[src/design/nearest_point_on_circle_macros.svh]
// Assertion helpers shared by the nearest point on circle RTL.
`ifndef NEAREST_POINT_ON_CIRCLE_MACROS_SVH
`define NEAREST_POINT_ON_CIRCLE_MACROS_SVH

// Same-cycle implication, checked out of reset.
`define NPC_ASSERT_IMP(lbl, clk, rst_n, ante, cons) \
    lbl: assert property (@(posedge clk) disable iff (!(rst_n)) (ante) |-> (cons)) \
        else $error("implication check failed");

// Next-cycle implication, checked out of reset.
`define NPC_ASSERT_NXT(lbl, clk, rst_n, ante, cons) \
    lbl: assert property (@(posedge clk) disable iff (!(rst_n)) (ante) |=> (cons)) \
        else $error("next-cycle check failed");

`endif

[src/design/npc_pkg.sv]
package npc_pkg;

    localparam int COORD_WIDTH_DEF = 24;

    // Per-stage control that rides alongside the arithmetic.
    typedef struct packed {
        logic vld;
        logic zero;
        logic neg_x;
        logic neg_y;
    } t_ctrl;

endpackage

[src/design/npc_cell.sv]
`include "nearest_point_on_circle_macros.svh"

// One step of the root search: try setting bit BIT of k while k^2*S <= N.
module npc_cell #(
    parameter int COORD_WIDTH = npc_pkg::COORD_WIDTH_DEF,
    parameter int BIT         = 0
) (
    input  logic                     i_clk,
    input  logic                     i_rst_n,
    input  logic                     i_en,
    input  logic                     i_vld,
    input  logic [4*COORD_WIDTH-1:0] i_res,
    input  logic [COORD_WIDTH-1:0]   i_k,
    input  logic [3*COORD_WIDTH:0]   i_ks,
    input  logic [2*COORD_WIDTH:0]   i_s,
    output logic [4*COORD_WIDTH-1:0] o_res,
    output logic [COORD_WIDTH-1:0]   o_k,
    output logic [3*COORD_WIDTH:0]   o_ks,
    output logic [2*COORD_WIDTH:0]   o_s
);
    localparam int W  = COORD_WIDTH;
    localparam int TW = 4*W + 2;

    logic [TW-1:0]  n_term;
    logic           n_take;
    logic [4*W-1:0] r_res;
    logic [W-1:0]   r_k;
    logic [3*W:0]   r_ks;
    logic [2*W:0]   r_s;

    // (k + 2^j)^2 S - k^2 S = 2^(j+1) kS + 2^(2j) S
    always_comb begin
        n_term = (TW'(i_ks) << (BIT + 1)) + (TW'(i_s) << (2 * BIT));
        n_take = n_term <= TW'(i_res);
    end

    always_ff @(posedge i_clk) begin
        if (i_en) begin
            r_s <= i_s;
            if (n_take) begin
                r_res <= i_res - n_term[4*W-1:0];
                r_k   <= i_k | (W'(1) << BIT);
                r_ks  <= i_ks + ((3*W+1)'(i_s) << BIT);
            end else begin
                r_res <= i_res;
                r_k   <= i_k;
                r_ks  <= i_ks;
            end
        end
    end

    assign o_res = r_res;
    assign o_k   = r_k;
    assign o_ks  = r_ks;
    assign o_s   = r_s;

    `NPC_ASSERT_NXT(a_res_never_grows, i_clk, i_rst_n, i_en && i_vld, r_res <= $past(i_res))
    `NPC_ASSERT_NXT(a_upper_bits_kept, i_clk, i_rst_n, i_en && i_vld, (r_k >> (BIT + 1)) == ($past(i_k) >> (BIT + 1)))

endmodule

[config.mk]
export PLATFORM = sky130hd
export DESIGN_NAME = npc_cell
export DESIGN_NICKNAME = d
export VERILOG_FILES = /design/src/design/npc_pkg.sv /design/src/design/npc_cell.sv
export VERILOG_INCLUDE_DIRS = /design/src /design/src/design
export SDC_FILE = /design/constraint.sdc
export NUM_CORES = 1
export LEC_CHECK = 0
export BUFFER_PORTS_ARGS = -buffer_cell sky130_fd_sc_hd__buf_2
export CORE_MARGIN = 10
export CORE_UTILIZATION = 35
export DETAILED_ROUTE_END_ITERATION = 10
export PLACE_DENSITY = 0.67
export RECOVER_POWER = 50
export SETUP_SLACK_MARGIN = 0.05
export SLEW_MARGIN = 20
export SYNTH_ARGS = -nofsm -noshare
export SYNTH_HDL_FRONTEND = slang
export SYNTH_SLANG_ARGS = --single-unit
[constraint.sdc]
create_clock -name i_clk -period 16 [get_ports i_clk]
set_input_delay 2.4 -clock i_clk [delete_from_list [all_inputs] [get_ports i_clk]]
set_output_delay 2.4 -clock i_clk [all_outputs]
set_load 0.005 [all_outputs]
==> flow_metrics.tcl <==
set metrics [dict create \
    critical_path_arrival_ps 10370 \
    setup_viol 0 \
    hold_slack_ps 1959 \
    track_usage_pct 20.26 \
    grt_pass1_vias 18160 \
    synth_top_area_share_pct 36.25 \
    vias 18600 \
    synth_cell_type_count 76 \
    wl_per_cell_um 20.87 \
    rsz0062_at_grt "no" \
    pwr_density_cell_mw_per_mm2 106.0 \
    routed_wl_mm 72.16 \
    post-cts-setup-buffers 0 \
    status "complete, but fails checks" \
    clock_sink_count 242 \
    synth_top_area_cell "edfxtp_1" \
    holdBufCountCts 0 \
    gp_congestion 0.9575 \
    timing.final.crit_period_ps 10020 \
    antenna_found_initial 17 \
    dp_hpwl_mm 59.57 \
    cts_max_level 1 \
    hold_viol 0 \
    syn_avg_cell_area_sq_um 8.945 \
    failed_checks "max-capacitance violations, max-slew violations" \
    syn_area_sq_mm 0.02005 \
    yosysWarnings 0 \
    syn_inst 2241 \
    hold_path.class "input pin to flip-flop" \
    io-pin-count 488 \
    cts_tree "yes" \
    die_w_um 259.3 \
    initial_utilization_pct 35.42 \
    synth.area.top_cells "edfxtp_1 (36%), ha_1 (11%), nand2_1 (5.4%)" \
    async_reset_ff_share_pct 0 \
    min_period_over_period_pct 62.64 \
    drv_cap 1 \
    area_growth_pct 19.21 \
    clock_path_buffers 3 \
    first_pass_iters 5 \
    worstPathRequired_ps 16350 \
    fillers 5824 \
    drt_iter0_drc 1355 \
    io_buffers 485 \
    cts_buffers 30 \
    place_inst 3393 \
    end_kind "flip-flop" \
    syn_nets 2662 \
    max_freq_mhz 99.78 \
    finalSetupTns_ps 0 \
    fin_nets 3090 \
    synth_edf_count 242 \
    drc 0 \
    fp.dieH_um 259.3 \
    final_area_sq_mm 0.02390 \
    synth-seq-cells 242 \
    slew_headroom_pct -325.4 \
    stdcell_count 3457 \
    start_kind "input pin" \
    path_clk_slew_ps 60 \
    synth_most_common_cell "nand2_1" \
    p_leak_uw 0.009340 \
    grt_pass1_wl_mm 107.3 \
    cts_resized 0 \
    finalPower_uw 2534 \
    seq_area_frac_synth_pct 36.25 \
    ir_worst_vdd_v 0.00009298 \
    row_count 87 \
    synth_flop_cell "edfxtp_1" \
    core_sq_mm 0.05660 \
    drive_gt1_share_pct 13.64 \
    avgViaCountPerCell 5.380 \
    grt_max_degree 109 \
    cp_max_fo 103 \
    maxSlewViolCount 109 \
    synth_common_cells "nand2_1 (291), edfxtp_1 (242), o21ai_0 (218)" \
    tightest_slew_ps 6382 \
    gr-total-overflow 0 \
    cts-root-buf "clkbuf_16" \
    critPathKind "input pin to flip-flop" \
    die_area_sq_mm 0.06725 \
    ant_nets 0 \
    placed_area_sq_mm 0.02310 \
]
state kept, by name (all words and copies together) (netlist names):
signal,flops
o_k,24
o_s,49
o_res,96
o_ks,73
worst max-delay path, cell delays in order:
cell and delay, ps:
clkbuf_1 190, ha_1 280, fa_1 240, a21oi_1 100, nand4b_1 250, a21boi_0 440, o2111ai_1 290, o21ai_0 560
a22oi_1 220, a41oi_1 690, and2_1 520, nand2_1 120, xor2_1 160, ha_1 380, a21o_1 210, o21bai_1 170
a211oi_1 360, nor3_1 90, a311oi_1 320, o211ai_2 290, a211oi_4 310, buf_4 470, buf_4 810, mux2_2 410
routing by layer:
layer | wire, um | GRT usage, % | up-vias
met5 | 55 | 0 | -
met4 | 1294 | 4.401 | 8
met3 | 5230 | 4.130 | 94
met2 | 34490 | 34.67 | 548
met1 | 31090 | 25.85 | 8710
li1 | - | - | 9237
final cells by class:
| class | instances | area (sq um) | area share [%] |
|---|---|---|---|
| well taps | 756 | 945.9 | 3.958 |
| inverters | 59 | 221.5 | 0.9267 |
| repair buffers | 493 | 2231 | 9.335 |
| multi-input cells | 1843 | 12160 | 50.90 |
| diodes | 10 | 25.02 | 0.1047 |
| flip-flops and latches | 242 | 7267 | 30.41 |
| clock buffers | 31 | 754.5 | 3.157 |
| clock inverters | 23 | 289.0 | 1.209 |
metrics by stage:
step           setup slack (ps)  utilization [%]
5_1_grt                    5436            42.20
6_report                   5978            42.22
3_5_place_dp               5573            40.80
3_3_place_gp               5679            40.80
2_1_floorplan              8112                -
4_1_cts                    6178            42.65
report_power, final:
group          switching, uW  total, uW  leakage (uW)  internal (uW)
clock                    297        723      0.000503            426
combinational            583        940       0.00647            357
sequential              28.2        871       0.00237            843
path summary, 6_finish.rpt:
path / from / to / slack [ps] / depth (start not counted)
worst max-delay path: i_s[1] / o_ks[33] / 5980 / 24
worst min-delay path: i_k[17] / o_k[17] / 1960 / 1
kinds of logic after synthesis:
logic type | share of synthesized area (%)
compound gates | 22.38
simple gates | 16.76
flops | 36.25
xor+xnor | 9.961
fa+ha+maj | 11.03
buf+inv | 3.108
mux | 0.5056
cell usage in the layout, fill, tap and decap left out, drive strengths merged, types with 15 or more instances in the layout:
master and n:
nand2 291, buf 290, edfxtp 242, clkbuf 234, o21ai 221, a21oi 202
ha 172, nor2 129, xor2 124, xnor2 104, a21o 83, inv 64
nand4 56, nor3 46, nand3 46, o21bai 41, nand2b 28, a211oi 24
a31oi 22, nor2b 21, o31ai 19, or3 18, nor4 18, and3 15
o21a 15
(Power assumes the default switching activity.)
